--- config.mk ---
export PLATFORM = sky130hd
export DESIGN_NAME = periodic_task_timer_table_core
export DESIGN_NICKNAME = d
export VERILOG_FILES = /design/src/rtl/core/ptt_pkg.sv /design/src/rtl/core/ptt_table_mem.sv /design/src/rtl/core/ptt_slot_alu.sv /design/src/rtl/core/periodic_task_timer_table_core.sv
export VERILOG_INCLUDE_DIRS = /design/src /design/src/rtl/core
export SDC_FILE = /design/constraint.sdc
export NUM_CORES = 1
export LEC_CHECK = 0
export ABC_AREA = 1
export BUFFER_PORTS_ARGS = -buffer_cell sky130_fd_sc_hd__buf_2
export CORE_MARGIN = 2
export CORE_UTILIZATION = 50
export CTS_CLUSTER_DIAMETER = 40
export DETAILED_ROUTE_END_ITERATION = 6
export GPL_TIMING_DRIVEN = 0
export HOLD_SLACK_MARGIN = 0.03
export PLACE_DENSITY = 0.67
export SLEW_MARGIN = 5
export SYNTH_ARGS = -nofsm -noshare
export SYNTH_HDL_FRONTEND = slang
export SYNTH_SLANG_ARGS = --single-unit
--- constraint.sdc ---
create_clock -name clk_i -period 8.3 [get_ports clk_i]
set_input_delay 0.83 -clock clk_i [delete_from_list [all_inputs] [get_ports clk_i]]
set_output_delay 0.83 -clock clk_i [all_outputs]
set_load 0.02 [all_outputs]
--- src/rtl/core/assert_macros.svh ---
// Assertion macros shared by the core RTL.
// Expects clk_i and rst_ni in the scope of use.
`ifndef ASSERT_MACROS_SVH
`define ASSERT_MACROS_SVH

// same-cycle implication
`define PTT_ASSERT_IMPL(label, ante, cons) \
  label: assert property (@(posedge clk_i) disable iff (!rst_ni) (ante) |-> (cons)) \
    else $error("core assertion failed");

// next-cycle implication
`define PTT_ASSERT_NEXT(label, ante, cons) \
  label: assert property (@(posedge clk_i) disable iff (!rst_ni) (ante) |=> (cons)) \
    else $error("core assertion failed");

`endif

--- src/rtl/core/ptt_pkg.sv ---
// Types and constants of the periodic task timer table.
// No dependencies.
package ptt_pkg;

  localparam int HANDLE_W  = 8;
  localparam int TIME_W    = 32;
  localparam int PEND_W    = 8;
  localparam int FOUND_W   = 4;
  localparam logic [FOUND_W-1:0] RESULT_CAP = 4'd8;
  localparam logic [PEND_W-1:0]  PEND_MAX   = 8'd255;

  localparam logic [1:0] FUNC_ADD      = 2'd0;
  localparam logic [1:0] FUNC_DELETE   = 2'd1;
  localparam logic [1:0] FUNC_TICK     = 2'd2;
  localparam logic [1:0] FUNC_DISPATCH = 2'd3;

  localparam logic [1:0] STATUS_OK   = 2'd0;
  localparam logic [1:0] STATUS_FULL = 2'd1;
  localparam logic [1:0] STATUS_BAD  = 2'd2;

  typedef struct packed {
    logic [HANDLE_W-1:0] handle;
    logic [TIME_W-1:0]   delay;
    logic [TIME_W-1:0]   period;
    logic [PEND_W-1:0]   pending;
  } entry_t;

  typedef struct packed {
    entry_t data;
    logic   found;
  } upd_t;

endpackage

--- src/rtl/core/ptt_table_mem.sv ---
// Task table storage: one write port, one read port, registered read data.
// Depends on ptt_pkg.
module ptt_table_mem #(
  parameter int DEPTH = 8,
  parameter int AW    = 3
) (
  input  logic            clk_i,
  input  logic            we_i,
  input  logic [AW-1:0]   waddr_i,
  input  ptt_pkg::entry_t wdata_i,
  input  logic            re_i,
  input  logic [AW-1:0]   raddr_i,
  output ptt_pkg::entry_t rdata_o
);
  import ptt_pkg::*;

  entry_t mem [DEPTH];
  entry_t rdata_q;

  always_ff @(posedge clk_i) begin
    if (we_i) begin
      mem[waddr_i] <= wdata_i;
    end
  end

  always_ff @(posedge clk_i) begin
    if (re_i) begin
      rdata_q <= mem[raddr_i];
    end
  end

  assign rdata_o = rdata_q;

endmodule

--- src/rtl/core/ptt_slot_alu.sv ---
// Read-modify step for one table entry during a tick or dispatch walk.
// Depends on ptt_pkg.
module ptt_slot_alu (
  input  logic [1:0]                  func_i,
  input  ptt_pkg::entry_t             rd_i,
  input  logic [ptt_pkg::FOUND_W-1:0] found_i,
  output ptt_pkg::upd_t               upd_o
);
  import ptt_pkg::*;

  logic [TIME_W-1:0] dly;

  always_comb begin
    dly   = rd_i.delay;
    upd_o = '{data: rd_i, found: 1'b0};
    case (func_i)
      FUNC_TICK: begin
        if (dly != '0) begin
          dly = dly - 1'b1;
        end
        if (dly == '0) begin
          dly = rd_i.period;
          if (rd_i.pending != PEND_MAX) begin
            upd_o.data.pending = rd_i.pending + 1'b1;
          end
        end
        upd_o.data.delay = dly;
      end
      FUNC_DISPATCH: begin
        if (rd_i.pending != '0 && found_i < RESULT_CAP) begin
          upd_o.found        = 1'b1;
          upd_o.data.pending = rd_i.pending - 1'b1;
        end
      end
      default: begin
      end
    endcase
  end

endmodule

--- src/rtl/core/periodic_task_timer_table_core.sv ---
// Add and rejected items go from idle straight to the response state and wait there for the
// output register. Tick and dispatch walk the occupied slots through the table's single read
// port, one slot per cycle; dispatch pauses whenever a result word is not taken. Delete moves
// each later slot down one per cycle. Depends on ptt_pkg, ptt_table_mem, ptt_slot_alu and
// assert_macros.svh.
`include "assert_macros.svh"

module periodic_task_timer_table_core #(
  parameter int MAX_TASKS = 8
) (
  input  logic        clk_i,
  input  logic        rst_ni,
  input  logic        in_valid_i,
  output logic        in_stall_o,
  input  logic [1:0]  func_i,
  input  logic [7:0]  task_handle_i,
  input  logic [31:0] first_delay_i,
  input  logic [31:0] reload_period_i,
  input  logic [2:0]  slot_index_i,
  output logic        out_valid_o,
  input  logic        out_stall_i,
  output logic        run_valid_o,
  output logic [7:0]  run_handle_o,
  output logic [2:0]  run_slot_o,
  output logic [1:0]  status_o,
  output logic [3:0]  tasks_in_use_o,
  output logic        last_o
);
  import ptt_pkg::*;

  localparam int SW = (MAX_TASKS > 1) ? $clog2(MAX_TASKS) : 1;
  localparam int CW = $clog2(MAX_TASKS + 1);

  typedef enum logic [2:0] {
    ST_IDLE = 3'b001,
    ST_WALK = 3'b010,
    ST_RESP = 3'b100
  } state_e;

  state_e              state_q;
  logic [1:0]          func_q;
  logic [CW-1:0]       cnt_q;
  logic [CW-1:0]       ra_q;
  logic [CW-1:0]       end_q;
  logic                dv_q;
  logic [SW-1:0]       da_q;
  logic [FOUND_W-1:0]  found_q;
  logic                hold_v_q;
  logic [HANDLE_W-1:0] hold_h_q;
  logic [SW-1:0]       hold_s_q;
  logic [1:0]          status_q;
  logic                out_v_q;
  logic                out_rv_q;
  logic [7:0]          out_h_q;
  logic [2:0]          out_s_q;
  logic [1:0]          out_st_q;
  logic [3:0]          out_cnt_q;
  logic                out_last_q;

  logic          in_acc, out_free, need_push, walk_hold, issue, walk_done, resp_push;
  logic          full, slot_bad;
  logic          we;
  logic [SW-1:0] waddr;
  entry_t        wdata, rdata;
  upd_t          upd;
  logic [SW+2:0] slot_ext;
  logic [CW+3:0] cnt_ext;

  assign in_acc    = in_valid_i && (state_q == ST_IDLE);
  assign out_free  = !out_v_q || !out_stall_i;
  assign need_push = (state_q == ST_WALK) && dv_q && (func_q == FUNC_DISPATCH) &&
                     upd.found && hold_v_q;
  assign walk_hold = need_push && !out_free;
  assign issue     = (state_q == ST_WALK) && !walk_hold && (ra_q < end_q);
  assign walk_done = (state_q == ST_WALK) && !dv_q && (ra_q >= end_q);
  assign resp_push = (state_q == ST_RESP) && out_free;
  assign full      = (cnt_q >= CW'(MAX_TASKS));
  assign slot_bad  = ({{CW{1'b0}}, slot_index_i} >= {3'b000, cnt_q});
  assign slot_ext  = {3'b000, hold_s_q};
  assign cnt_ext   = {4'b0000, cnt_q};

  ptt_slot_alu u_alu (
    .func_i  (func_q),
    .rd_i    (rdata),
    .found_i (found_q),
    .upd_o   (upd)
  );

  always_comb begin
    we    = 1'b0;
    waddr = da_q;
    wdata = upd.data;
    if (in_acc && func_i == FUNC_ADD) begin
      we    = 1'b1;
      waddr = full ? SW'(MAX_TASKS - 1) : cnt_q[SW-1:0];
      wdata = '{handle: task_handle_i, delay: first_delay_i, period: reload_period_i,
                pending: '0};
    end else if ((state_q == ST_WALK) && dv_q && !walk_hold) begin
      we    = 1'b1;
      waddr = (func_q == FUNC_DELETE) ? da_q - 1'b1 : da_q;
    end
  end

  ptt_table_mem #(
    .DEPTH (MAX_TASKS),
    .AW    (SW)
  ) u_mem (
    .clk_i   (clk_i),
    .we_i    (we),
    .waddr_i (waddr),
    .wdata_i (wdata),
    .re_i    (issue),
    .raddr_i (ra_q[SW-1:0]),
    .rdata_o (rdata)
  );

  always_ff @(posedge clk_i or negedge rst_ni) begin
    if (!rst_ni) begin
      state_q  <= ST_IDLE;
      func_q   <= FUNC_ADD;
      cnt_q    <= '0;
      ra_q     <= '0;
      end_q    <= '0;
      dv_q     <= 1'b0;
      da_q     <= '0;
      found_q  <= '0;
      hold_v_q <= 1'b0;
      hold_h_q <= '0;
      hold_s_q <= '0;
      status_q <= STATUS_OK;
    end else begin
      unique case (state_q)
        ST_IDLE: begin
          if (in_acc) begin
            func_q   <= func_i;
            status_q <= STATUS_OK;
            dv_q     <= 1'b0;
            found_q  <= '0;
            hold_v_q <= 1'b0;
            hold_h_q <= '0;
            hold_s_q <= '0;
            case (func_i)
              FUNC_ADD: begin
                if (full) begin
                  status_q <= STATUS_FULL;
                end else begin
                  cnt_q <= cnt_q + 1'b1;
                end
                state_q <= ST_RESP;
              end
              FUNC_DELETE: begin
                if (slot_bad) begin
                  status_q <= STATUS_BAD;
                  state_q  <= ST_RESP;
                end else begin
                  ra_q    <= CW'(slot_index_i) + 1'b1;
                  end_q   <= cnt_q;
                  state_q <= ST_WALK;
                end
              end
              default: begin
                if (cnt_q == '0) begin
                  status_q <= STATUS_BAD;
                  state_q  <= ST_RESP;
                end else begin
                  ra_q    <= '0;
                  end_q   <= cnt_q;
                  state_q <= ST_WALK;
                end
              end
            endcase
          end
        end
        ST_WALK: begin
          if (issue) begin
            ra_q <= ra_q + 1'b1;
          end
          if (!walk_hold) begin
            dv_q <= issue;
            da_q <= ra_q[SW-1:0];
            if (dv_q && upd.found) begin
              found_q  <= found_q + 1'b1;
              hold_v_q <= 1'b1;
              hold_h_q <= rdata.handle;
              hold_s_q <= da_q;
            end
          end
          if (walk_done) begin
            if (func_q == FUNC_DELETE) begin
              cnt_q <= cnt_q - 1'b1;
            end
            state_q <= ST_RESP;
          end
        end
        ST_RESP: begin
          if (resp_push) begin
            state_q <= ST_IDLE;
          end
        end
        default: begin
          state_q <= ST_IDLE;
        end
      endcase
    end
  end

  always_ff @(posedge clk_i or negedge rst_ni) begin
    if (!rst_ni) begin
      out_v_q    <= 1'b0;
      out_rv_q   <= 1'b0;
      out_h_q    <= '0;
      out_s_q    <= '0;
      out_st_q   <= STATUS_OK;
      out_cnt_q  <= '0;
      out_last_q <= 1'b0;
    end else begin
      if (out_v_q && !out_stall_i) begin
        out_v_q <= 1'b0;
      end
      if ((need_push && out_free) || resp_push) begin
        out_v_q    <= 1'b1;
        out_rv_q   <= hold_v_q;
        out_h_q    <= hold_h_q;
        out_s_q    <= slot_ext[2:0];
        out_st_q   <= resp_push ? status_q : STATUS_OK;
        out_cnt_q  <= cnt_ext[3:0];
        out_last_q <= resp_push;
      end
    end
  end

  assign in_stall_o     = (state_q != ST_IDLE);
  assign out_valid_o    = out_v_q;
  assign run_valid_o    = out_rv_q;
  assign run_handle_o   = out_h_q;
  assign run_slot_o     = out_s_q;
  assign status_o       = out_st_q;
  assign tasks_in_use_o = out_cnt_q;
  assign last_o         = out_last_q;

  `PTT_ASSERT_IMPL(a_cnt_in_range, 1'b1, cnt_q <= CW'(MAX_TASKS))
  `PTT_ASSERT_IMPL(a_idle_drained, state_q == ST_IDLE, !dv_q)
  `PTT_ASSERT_IMPL(a_found_capped, 1'b1, found_q <= RESULT_CAP)
  `PTT_ASSERT_NEXT(a_resp_clears, resp_push, state_q == ST_IDLE && out_v_q && out_last_q)

endmodule
* Word-level counts from Yosys, hierarchy flattened
Memories as Yosys holds them, arrays and structs flattened. A register that Yosys moved wholly into a read port is not among the register bits.
Index checks and enable logic that the tools add are counted.
** Storage, ports and cells
- Memory bits (writable) :: 640
- Register bits :: 59
- Memories kept :: 1
- Word-level logic and storage cells :: 163
- Output and inout port bits :: 21
- Bits of input ports :: 81
** Memory list
- u_mem.mem :: words 8, bits a word 80, read ports 1, clocked after Yosys merged registers in 1, wr ports 1, RTL line ptt_table_mem.sv:17 : entry_t mem [DEPTH];
** Cells by class
- Reduce and logical (&&, ||, !) cells :: 39
- Bitwise logic cells :: 2
- $add $sub $neg :: 9
- Multiplexer cells :: 65
- Order comparisons :: 5
- Eq/ne operators :: 23
** Operators by type and width (number)
- $mux W32 :: 4
- $mux W80 :: 1
- $mux W4 :: 14
- $mux W8 :: 5
- $pmux W4 S2 :: 5
- $mux W3 :: 12
- $logic_not A32 Y1 :: 1
- $pmux W8 S2 :: 2
- $reduce_bool A32 Y1 :: 1
- $sub A32 B1 Y32 const B :: 1
- $logic_and A1 B1 Y1 :: 17
- $ne A2 B2 Y1 const B :: 8
- $add A4 B1 Y4 const B :: 3
- $mux W1 :: 12
- $pmux W3 S2 :: 2
- $reduce_and A6 Y1 :: 2
- $mux W9 :: 1
- $pmux W3 S3 :: 1
- $add A8 B1 Y8 const B :: 1
- $ne A2 B1 Y1 const B :: 4
- $ne A8 B8 Y1 const B :: 1
- $reduce_bool A8 Y1 :: 1
- $sub A8 B1 Y8 const B :: 1
- $mux W2 :: 3
- 28 further kinds :: 40

* Longest topological paths before layout
Gate-level depths: netlist of run 1.
- Depth in word-level cells :: 13
- Mapped depth :: 20

* Modules after synthesis
A second synthesis of run 1 with hierarchy kept.
** Unflattened totals
- Cells, all modules :: 4192
- Area total of the unflattened synthesis :: 37741.2 sq um
** By module, submodules not included
- ptt_table_mem :: seq. area each 21620.7 sq um, instances 1, cells each 2863, area each 30312.8 sq um
- periodic_task_timer_table_core :: seq. area each 1477.7 sq um, instances 1, cells each 646, area each 4189.0 sq um
- ptt_slot_alu :: seq. area each 0.0 sq um, instances 1, cells each 683, area each 3239.4 sq um

* Worst setup path before layout of run 1
No wires, ideal clock.
- Path kind :: reg-to-reg
- Start :: register ra_q[0]
- End :: register ra_q[2]
- Period minus slack after synthesis :: 7.976 ns
- Cell stages (with the launch flop) :: 14
- Path buffers :: 4
- Path slack :: 0.324 ns
- Data arrival time :: 7.893 ns
- Cell sequence :: dfrtp_1 clkbuf_1 clkinv_1 clkbuf_1 clkbuf_1 clkbuf_1 ha_1 inv_1 nand2_1 a21oi_1 nor3_1 o21a_1 o211ai_1 o21ai_0
** Between the ends
- Cells in the longest elaborated chain, start to end :: 4
- Elaborated cells between the ends (all ways) :: 7
- Classes of those cells :: add/sub: 1; order compare: 1; eq/ne: 1; mux: 2; reduce/logical: 2
** RTL lines
- start, declared :: RTL line periodic_task_timer_table_core.sv:43 : logic [CW-1:0] ra_q;
- start signal, assigned :: RTL line periodic_task_timer_table_core.sv:156 : ra_q <= CW'(slot_index_i) + 1'b1;
- start signal, assigned :: RTL line periodic_task_timer_table_core.sv:176 : ra_q <= ra_q + 1'b1;
- $lt A4 B4 Y1 :: RTL line periodic_task_timer_table_core.sv:74 : assign issue = (state_q == ST_WALK) && !walk_hold && (ra_q < end_q);
- $logic_and A1 B1 Y1 :: RTL line periodic_task_timer_table_core.sv:74
- named net issue :: RTL line periodic_task_timer_table_core.sv:60 : logic in_acc, out_free, need_push, walk_hold, issue, walk_done, resp_push;
- $ne A2 B2 Y1 (no line)
- $reduce_and A6 Y1 (no line)
The timed path passes the listed nets, and every way through them passes these cells. The select of a mux whose other input is x is not followed.
A chain may end at the register's enable or synchronous reset.

* Worst setup path in the final report of run 1
- Start :: register ra_q[0]
- End :: register, netlist name u_mem.rdata_o[35]
** Between the ends
- Cells in the longest elaborated chain, start to end :: 2
** RTL lines (RTL line)
- $lt A4 B4 Y1 :: periodic_task_timer_table_core.sv:74
- $logic_and A1 B1 Y1 :: periodic_task_timer_table_core.sv:74
- named net issue :: periodic_task_timer_table_core.sv:60
The timed path passes the listed nets, and every way through them passes these cells.

==> metrics, run 1 <==
Initial Util=between 50 and 60%; Clock Latency Late Sink=roughly 0.68 ns; all-layer global routing usage=28.50%; CTS tree=built; fmax=0.1649 GHz; main area contributors after synthesis=edfxtp_1 (64%), nor2_1 (7.8%), o21ai_0 (6.9%), dfrtp_1 (4.3%), nand2_1 (4.0%); final setup vio count=0; Core Util, Final=59.38%; cells on worst reg2reg path=15; Critical R2R Capture=u_mem.rdata_o[35]; core area=66100 um^2; Max stage delay on crit path=~0.98 ns; CTS resizes=0; Leak=14.23 nW; PortBufs=101; clk root buf=clkbuf_16; Crit-path slowest cell=clkbuf_1; critical path class=register to register; met2 Use GR=46.07%; WL/cell=23.39 um; dpl cells=between 4000 and 5000; Pwr per Cell Area=between 300 and 400 nW/um^2; YS warnings=0; initial antenna violation count=3; setup slack after layout=2.237 ns; Post-CTS Hold Fix Bufs=0; Num CTS Buffers=99; Tcrit/Tclk final=73.05%; synthesized cell area=33540 um^2; Clock Sinks=779; Post-Route WL=between 100000 and 150000 um; Layout Cells excl Fill=between 4000 and 5000; Worst VDD drop=0.2263 mV; layout overhead on the synthesized area=17.03%; syn_nets=3192; hold_ws=0.2273 ns; via count=25090; CTS H-tree lvls=3; final estimated routing congestion in global placement=0.9464; Overflow after GRT=0; worst slack at placement=2.435 ns; Hold Fails Final Rpt=0; fin. max-slew vios=0; most common cell after layout, fill and taps aside=edfxtp_1; total negative slack=0 ns; CP delay by family, top=buffers and inverters; Avg Vias per Cell=5.865; Max Cap Violations=0; CP Cell Sequence=clkbuf_1, clkinv_1, clkbuf_1, clkbuf_1, clkbuf_1, ha_1, inv_1, nand2_1, a21oi_1, nor3_2, buf_4, buf_8, buf_4, buf_4, buf_6; first-pass GRT wire length=148600 um; worst rel slew slack=9.383%; largest net degree at the start of global routing=60; 1st-iter DRT viols=around 2900; min cycle time layout=6.063 ns; Most Crowded Layer GR=met2; Syn Inst Count=between 3000 and 4000; Critical Path AT=between 6 and 7 ns; most frequent cells in the layout=edfxtp_1 (720), nor2_1 (686), o21ai_0 (463); RSZ-0062 raised after global routing=no; Die W=263.0 um; drt pass-1 iters=6; global routing usage on met1=38.58%; most used cell, CP=clkbuf_1; clock-pin transition on the worst setup and hold timing paths=0.06 ns; Worst Tran Pin Value=1.359 ns; met3 Track Usage GR=5.060%; critical path startpoint category=register; Final ANT Viol Nets=0; Crit path buffers/inverters=11; Mapped Avg Cell Area=10.84 um^2; register bit count reported by yosys=779; vias in the first global route=24618; Worst Path Required=around 8.7 ns; Die Y=263.0 um; Unique masters post-synth=42; reg2reg start=ra_q[0]; Die Area=69170 um^2; Yosys top cell area share=64.46%; hpwl dp=68420 um; flop-to-flop setup slack=2.24 ns; post-layout instance area=39250 um^2; row cnt=94; min-delay worst type=input port to asynchronous set/reset pin; Post-CTS Setup Repair Bufs=0; Worst Skew=0.05030 ns; Crit. End Element=register; Post-layout nets=approximately 3400; critical-path maximum fanout=11; CTS Buffer Depth=3; Cell Area, Placed=35800 um^2; cell taking the most area after synthesis=edfxtp_1; Pwr Total=12.50 mW; Filler Cell Count=5327; share of cells above drive strength 1=between 10% and 20%; Seq/Total Area, Yosys=~69%; DRC=0; num ports=approximately 100; status=completed
## synthesized netlist by cell type (all sizes together)
master	instances
nand4	19
xnor2	2
nand2	375
a21oi	46
or2	3
a221oi	2
a21o	1
nor2	711
clkbuf	144
o2111ai	1
nand3b	1
a31o	1
a21boi	3
ha	17
dfstp	1
dfrtp	58
o211ai	3
o22ai	94
inv	203
buf	21
o21bai	1
clkinv	3
nor3	13
xor2	15
and2	1
o21a	1
fa	1
a31oi	81
nand3	81
a32o	2
o21ai	468
edfxtp	720
## state kept, by name, summed over array words and instances, names as in the netlist, 2 cells and up
register / cells
da_q: 3
status_q: 2
run_handle_o: 8
hold_h_q: 8
u_mem.rdata_o: 80
state_q: 3
found_q: 4
func_q: 2
run_slot_o: 3
tasks_in_use_o: 4
cnt_q: 4
u_mem.mem: 640
end_q: 4
status_o: 2
ra_q: 4
hold_s_q: 3
## how the worst max path moves through the flow
stage / to / cells after the start / startpoint / slack [ns]
6_report: u_mem.rdata_o[35] / 15 / ra_q[0] / 2.24
5_1_grt: u_mem.rdata_o[33] / 15 / ra_q[0] / 2.18
4_1_cts: u_mem.rdata_o[35] / 15 / ra_q[0] / 2.40
3_5_place_dp: u_mem.rdata_o[34] / 15 / ra_q[0] / 2.43
3_3_place_gp: ra_q[1] / 13 / ra_q[0] / -5.95
2_1_floorplan: ra_q[2] / 13 / ra_q[0] / 0.32
## layer usage
layer	wire, um	part of all wire [%]	vias to the layer above
met1	40860	41	12317
met3	8401	8.4	231
met4	3681	3.7	2
li1	-	-	11317
met2	47120	47	1223
met5	15	0.015	-
## worst reg2reg max path, stage by stage, from the launching register on
cell,delay [ns]
dfrtp_1,0.40
clkbuf_1,0.33
clkinv_1,0.46
clkbuf_1,0.73
clkbuf_1,0.99
clkbuf_1,0.53
ha_1,0.24
inv_1,0.04
nand2_1,0.05
a21oi_1,0.09
nor3_2,0.72
buf_4,0.35
buf_8,0.17
buf_4,0.23
buf_4,0.26
buf_6,0.18
## cell type report
type	instances	area [um^2]	share of cell area, %
antenna	1	2.502	0.006375
buffer	165	673.1	1.715
clock buffer	115	2600	6.624
clock inverter	71	850.8	2.168
inverter	206	773.2	1.970
multi-input combinational	1943	9060	23.08
sequential	779	23100	58.85
tap	864	1081	2.754
timing repair buffer	134	1112	2.834
## power by group
| group | switching [mW] | internal (mW) | total, mW | leakage [nW] |
|---|---|---|---|---|
| logic | 2.27 | 0.770 | 3.03 | 5.29 |
| clock network | 1.77 | 2.62 | 4.39 | 1.67 |
| registers | 0.124 | 4.94 | 5.07 | 7.27 |
| total | 4.16 | 8.33 | 12.5 | 14.2 |
## cells by family after synthesis
group	synth area share, %
buffers and inverters	4.312
AND/OR/NAND/NOR	14.38
XOR/XNOR	0.4440
AO/OA/AOI/OAI	11.30
adder cells (fa/ha/maj)	0.6939
flip-flops	68.87
(Power assumes the default switching activity.)
==> run 2, diff against run 1 <==
--- a/config.mk
+++ b/config.mk
@@ -6,7 +6,7 @@
 export SDC_FILE = /design/constraint.sdc
 export NUM_CORES = 1
 export LEC_CHECK = 0
-export ABC_AREA = 1
+export ABC_AREA = 0
 export BUFFER_PORTS_ARGS = -buffer_cell sky130_fd_sc_hd__buf_2
 export CORE_MARGIN = 2
 export CORE_UTILIZATION = 50
==> constraint.sdc (replaced) <==
create_clock -name clk_i -period 5.3 [get_ports clk_i]
set_input_delay 0.53 -clock clk_i [delete_from_list [all_inputs] [get_ports clk_i]]
set_output_delay 0.53 -clock clk_i [all_outputs]
set_load 0.02 [all_outputs]
==> run 2 against run 1 <==
Synthesized area is 4.2% lower; sequential power rose by 53%; cell area fell by 3.4%; flip-flop and latch count unchanged; count of clock-buffer cells in the layout stayed put; highest routed layer is now met4.
==> metrics, run 2 <==
num ports=102; register bit count reported by yosys=779; most common cell after layout, fill and taps aside=edfxtp_1; fin. max-slew vios=0; 1st-iter DRT viols=just over 2000; fmax=0.2070 GHz; status=completed; Post-layout nets=2177; Max stage delay on crit path=0.56 ns; Worst Path Required=about 5.7 ns; Avg Vias per Cell=slightly above 6; Post-Route WL=around 81000 um; Tcrit/Tclk final=around nine tenths; register area=23100 um^2; Clock Sinks=about 780; min-delay worst type=input port to register; vias in the first global route=18763; CTS tree=built; cell taking the most area after synthesis=edfxtp_1; Synth Area in Adders=0.7240%; Worst Hold Depth=3; worst rel slew slack=19.73%; synthesized cell area=32140 um^2; Post-synth ARST share=7.574%; share of cells above drive strength 1=28.33%; Worst VDD drop=0.2944 mV; CTS H-tree lvls=3; DRC=0; Comb pwr share=21.6%; Hold Fails Final Rpt=0; CTS Buffer Depth=3; Synth Area in XOR/XNOR=0.5722%; Seq/Total Area, Yosys=71.86%; hpwl dp=52470 um; Critical Path AT=5.19 ns; first-pass GRT wire length=120300 um; min cycle time layout=approximately 4.8 ns; critical path startpoint category=register; main area contributors after synthesis=edfxtp_1 (67%), mux4_2 (11%), dfrtp_1 (4.5%), mux2_2 (3.5%), nand2_1 (2.5%); all-layer global routing usage=24.71%; sequential power share=42.1%; Crit. End Element=register; Initial Util=50.77%; power share of the clock group=~36%; Post-synth EDFFs=720; Overflow after GRT=0; WL/cell=~27 um; multiplexer share of the synthesized area=14.87%; Internal=13.08 mW; most frequent cells in the layout=edfxtp_1 (720), nand2_1 (216), mux4_2 (160); via count=18173; hold_ws=0.1566 ns; Multi-input gate area=a little under 9000 um^2; most frequent cells after synthesis=edfxtp_1 (720), nand2_1 (216), mux4_2 (160), mux2_2 (99), clkbuf_1 (81); Hold Crit Start=func_i[0]; Unique masters post-synth=76; RSZ-0062 raised after global routing=no; Pwr per Cell Area=just under 500 nW/um^2; Crit path buffers/inverters=5; largest family of logic cells by synthesized area=multiplexers; clock-pin transition on the worst setup and hold timing paths=roughly 0.060 ns; cells on worst reg2reg path=13; core area=63310 um^2; final estimated routing congestion in global placement=0.9339; Filler Cell Count=roughly 4600; Yosys top cell area share=67.27%; drt pass-1 iters=6; CP Cell Sequence=clkbuf_1, or4_1, buf_2, nor4_1, and4_1, clkbuf_1, a41oi_1, nor3_4, and2_1, buf_4, buf_4, a31oi_1, a21oi_1; CP delay by family, top=simple AND/OR/NAND/NOR gates; Synth Area in Simple Gates=6.112%; Leak=12.62 nW; Die Y=roughly 260 um; Primary FF master, synth=edfxtp_1; Core Util, Final=approximately 60%; critical path class=register to register; initial antenna violation count=1; Crit-path slowest cell=or4_1; final setup vio count=0; Clock Latency Late Sink=0.67 ns; reg2reg start=u_mem.rdata_o[42]; post-layout instance area=~38000 um^2; YS warnings=0; most numerous cell in the Yosys netlist=edfxtp_1; Mapped Avg Cell Area=17.45 um^2; Die W=257.5 um; max reg flops=640; clk root buf=clkbuf_16; largest net degree at the start of global routing=60; critical-path maximum fanout=10; flop-to-flop setup slack=0.47 ns; Biggest register=u_mem.mem; row cnt=92; Switching Share=28.90%; Worst Tran Pin Value=1.204 ns; setup slack after layout=between 0.4 and 0.5 ns; Syn Inst Count=1842; Die Area=66330 um^2; Compound-Gate Fraction of Synth Area=4.247%; layout overhead on the synthesized area=17.94%; PortBufs=101; Final ANT Viol Nets=0; Net Switching=5.316 mW; Worst Skew=0.03570 ns; worst slack at placement=-0.6756 ns; Hold Path Sink=func_q[0]; syn_nets=1941; Critical R2R Capture=u_mem.mem[3][50]; Cell Area, Placed=between 30000 and 40000 um^2; Num CTS Buffers=100; Max Cap Violations=0
run 2: cell types whose count changed after synthesis, sizes merged, moves of 14 or more:
| cell | previous run | this run |
|---|---|---|
| nor3 | 13 | 27 |
| o21ai | 468 | 51 |
| nand3 | 81 | 31 |
| a31oi | 81 | 18 |
| nand2 | 375 | 216 |
| nor2 | 711 | 60 |
| mux4 | 0 | 160 |
| inv | 203 | 27 |
| clkbuf | 144 | 82 |
| o22ai | 94 | 2 |
| mux2 | 0 | 99 |
run 2: repair_timing:
action,CTS,global route
endpoints found under the setup margin,272,272
hold buffers,0,1
pin swaps,1,1
buffers inserted,0,3
hold endpoints to repair,0,58
resized for setup,14,8
run 2: per-layer routing:
metal / routed length [um] / track usage, % / part of all wire (%) / vias up
met5: 0 / 0 / 0 / -
met4: 2066 / 8.446 / 2.6 / 0
met3: 6286 / 4.319 / 7.8 / 130
met2: 39110 / 39.65 / 48 / 813
met1: 33480 / 34.64 / 41 / 9390
li1: - / - / - / 7840
run 2: cell families after synthesis:
group / count (synthesis)
flip-flops: 779
AND/OR/NAND/NOR: 428
multiplexers: 265
AO/OA/AOI/OAI: 200
buffers and inverters: 131
XOR/XNOR: 21
adder cells (fa/ha/maj): 18
run 2: worst max-delay path by stage:
stage                      startpoint          endpoint  slack (ns)  depth (start not counted)
floorplan            u_mem.rdata_o[1]   u_mem.mem[2][0]       -0.69                         12
global placement           state_q[0]  u_mem.mem[4][22]       -5.40                          7
detailed placement  u_mem.rdata_o[42]  u_mem.mem[3][40]       -0.68                         12
CTS                 u_mem.rdata_o[42]  u_mem.mem[4][60]         0.1                         11
global route        u_mem.rdata_o[42]  u_mem.mem[3][50]        0.05                         12
finish              u_mem.rdata_o[42]  u_mem.mem[3][50]        0.47                         13
run 2: final cells by class:
type | instances | share of cell area, %
inverter | 27 | 0.2806
tap | 846 | 2.792
timing repair buffer | 134 | 3.083
sequential | 779 | 60.93
multi-input combinational | 932 | 22.94
antenna | 1 | 0.006601
buffer | 104 | 1.102
clock inverter | 73 | 1.809
clock buffer | 115 | 7.057
run 2: power by group through the flow:
stage | Combinational (mW) | Clock [mW] | Sequential (mW)
3_3_place_gp | 3.75 | 0 | 7.91
2_1_floorplan | 2.65 | 0 | 7.81
3_5_place_dp | 3.94 | 0 | 7.86
6_report | 3.98 | 6.66 | 7.75
4_1_cts | 3.99 | 6.74 | 7.74
5_1_grt | 4.28 | 7.00 | 7.77
run 2: through the flow:
step / power, mW / std cells / TNS, ns
after CTS: 18.48 / 3006 / 0
after global placement: 11.65 / 2789 / -3352.44
final: 18.39 / 3011 / 0
after detailed placement: 11.80 / 2818 / -63.82
after floorplan: 10.46 / 1842 / -430.85
after global routing: 19.05 / 3011 / 0
run 2: worst min-delay path: cells and delay by family:
family,cells,cell delay (ns)
buffers and inverters,1,0.14
AND/OR/NAND/NOR,2,0.10
==> run 3, diff against run 2 <==
--- a/config.mk
+++ b/config.mk
@@ -6,7 +6,7 @@
 export SDC_FILE = /design/constraint.sdc
 export NUM_CORES = 1
 export LEC_CHECK = 0
-export ABC_AREA = 0
+export ABC_AREA = 1
 export BUFFER_PORTS_ARGS = -buffer_cell sky130_fd_sc_hd__buf_2
 export CORE_MARGIN = 2
 export CORE_UTILIZATION = 50
==> constraint.sdc (replaced) <==
create_clock -name clk_i -period 3.91 [get_ports clk_i]
set_input_delay 0.391 -clock clk_i [delete_from_list [all_inputs] [get_ports clk_i]]
set_output_delay 0.391 -clock clk_i [all_outputs]
set_load 0.02 [all_outputs]
==> run 3 against run 2 <==
Worst setup slack lost 0.36 ns; maximum frequency grew 27%; clock skew grew 0.0061 ns; power grew 47%; routed wire length grew 25%; via count grew 39%; non-clock buffer count grew 87; flip-flop and latch count is the same; combinational power grew 64%; utilization grew 0.30 points; largest power group unchanged.
==> metrics, run 3 (synthesis results as in run 1) <==
worst rel slew slack=10.25%; Biggest register=u_mem.mem; worst slack at placement=-1.525 ns; Multi-input gate area=9124 um^2; flop-to-flop setup slack=roughly 0.11 ns; Worst VDD drop=0.4040 mV; most used cell, CP=clkbuf_1; Crit path buffers/inverters=4; hpwl dp=67790 um; Pwr per Cell Area=approximately 700 nW/um^2; setup slack after layout=0.1105 ns; Leak=14.47 nW; Overflow after GRT=0; Crit-path slowest cell=clkbuf_1; Post-layout nets=3456; Die Y=263.0 um; PortBufs=101; vias in the first global route=24353; layout overhead on the synthesized area=18.58%; CTS tree=built; most common cell after layout, fill and taps aside=edfxtp_1; register area=23100 um^2; Final ANT Viol Nets=0; max reg flops=640; Die W=263.0 um; CTS H-tree lvls=3; Tcrit/Tclk final=97.17%; initial antenna violation count=1; Post-Route WL=101100 um; fmax=0.2632 GHz; Worst Tran Pin Value=1.346 ns; all-layer global routing usage=28.62%; min-delay worst type=input port to register; num ports=102; share of cells above drive strength 1=11.97%; CP Cell Sequence=clkbuf_1, clkinv_2, clkbuf_1, clkbuf_1, nor2_1, o21ai_0, a31oi_1; Avg Vias per Cell=around 6; RSZ-0062 raised after global routing=no; CP Depth=7; DRC=0; final setup vio count=0; final estimated routing congestion in global placement=between 0.9 and 1; WL/cell=23.48 um; Worst Skew=0.04177 ns; Clock Latency Late Sink=0.66 ns; Initial Util=50.74%; critical path class=register to register; Crit. End Element=register; clk root buf=clkbuf_16; Filler Cell Count=between 5000 and 6000; Die Area=69170 um^2; largest net degree at the start of global routing=60; Worst Path Required=4.33 ns; Max stage delay on crit path=between 0.7 and 0.8 ns; clock-pin transition on the worst setup and hold timing paths=0.06 ns; row cnt=94; most frequent cells in the layout=edfxtp_1 (720), nor2_1 (684), o21ai_0 (462); Max Cap Violations=0; cells on worst reg2reg path=7; status=completed; total negative slack=0 ns; 1st-iter DRT viols=approximately 2800; core area=approximately 66000 um^2; Hold Fails Final Rpt=0; critical-path maximum fanout=10; via count=25212; CTS Buffer Depth=3; fin. max-slew vios=0; first-pass GRT wire length=between 100000 and 150000 um; Critical Path AT=4.22 ns; drt pass-1 iters=6; critical path startpoint category=register; Num CTS Buffers=102; Clock Sinks=779; CP delay by family, top=buffers and inverters; min cycle time layout=approximately 3.8 ns; Worst Hold Depth=3
-- run 3: changes by cell type in the layout (fill, tap and decap cells not counted), moves of 92 or more --
cell | before | now
o22ai_1 | 2 | 94
nor2_1 | 52 | 684
nand2_1 | 216 | 359
o21ai_0 | 45 | 462
mux4_2 | 160 | 0
mux2_2 | 99 | 0
inv_1 | 26 | 198
-- run 3: timing repair --
action,in CTS,in global routing
endpoints found under the hold margin,2,58
setup buffers,21,5
hold buffers,2,1
pin swaps,6,2
endpoints found under the setup margin,1271,597
resized for setup,8,13
-- run 3: worst paths after layout --
path,from,to
min in group asynchronous,rst_ni,out_valid_o
max in group asynchronous,rst_ni,run_handle_o[6]
worst min register to register,last_o,last_o
worst min-delay path,func_i[0],func_q[0]
worst max-delay path,ra_q[1],u_mem.rdata_o[45]
worst max register to register,ra_q[1],u_mem.rdata_o[45]
-- run 3: worst register-to-register path: cells and delay by family, from the launching register on --
family / cells / cell delay, ns
buf+inv: 4 / 2.54
compound gates: 2 / 0.46
flops: 1 / 0.39
simple gates: 1 / 0.16
-- run 3: where the power goes --
group	leakage (nW)	switching, mW	internal (mW)	total (mW)
Combinational	5.48	4.86	1.69	6.54
Clock	1.72	3.70	6.06	9.77
Sequential	7.27	0.267	10.5	10.8
-- run 3: cell type report --
class | instances | share of cell area (%)
antenna | 1 | 0.006292
buffer | 165 | 1.812
clock buffer | 120 | 6.663
clock inverter | 70 | 2.432
inverter | 206 | 1.985
multi-input combinational | 1943 | 22.94
sequential | 779 | 58.08
tap | 864 | 2.718
timing repair buffer | 160 | 3.366
-- run 3: per-layer routing --
| metal | track usage, % | part of all wire (%) | routed length, um | vias up |
|---|---|---|---|---|
| li1 | - | - | - | 11379 |
| met1 | 38.47 | 40 | 40490 | 12378 |
| met2 | 47.55 | 48 | 49000 | 1265 |
| met3 | 4.031 | 8.2 | 8282 | 190 |
| met4 | 10.90 | 3.3 | 3366 | 0 |
| met5 | 0 | 0 | 0 | - |
-- run 3: per-stage QoR --
step	power, mW	hold slack, ns	instance area, um^2	utilization [%]	std cells
after floorplan	14.74	0.09541	33640	-	3093
after global placement	17.01	0.4551	35230	53.30	4058
after detailed placement	17.29	0.4664	35870	54.27	4088
after CTS	27.06	0.04327	39690	60.04	4301
after global routing	28.10	0.07616	39770	60.17	4307
final	27.07	0.08186	39770	60.17	4308
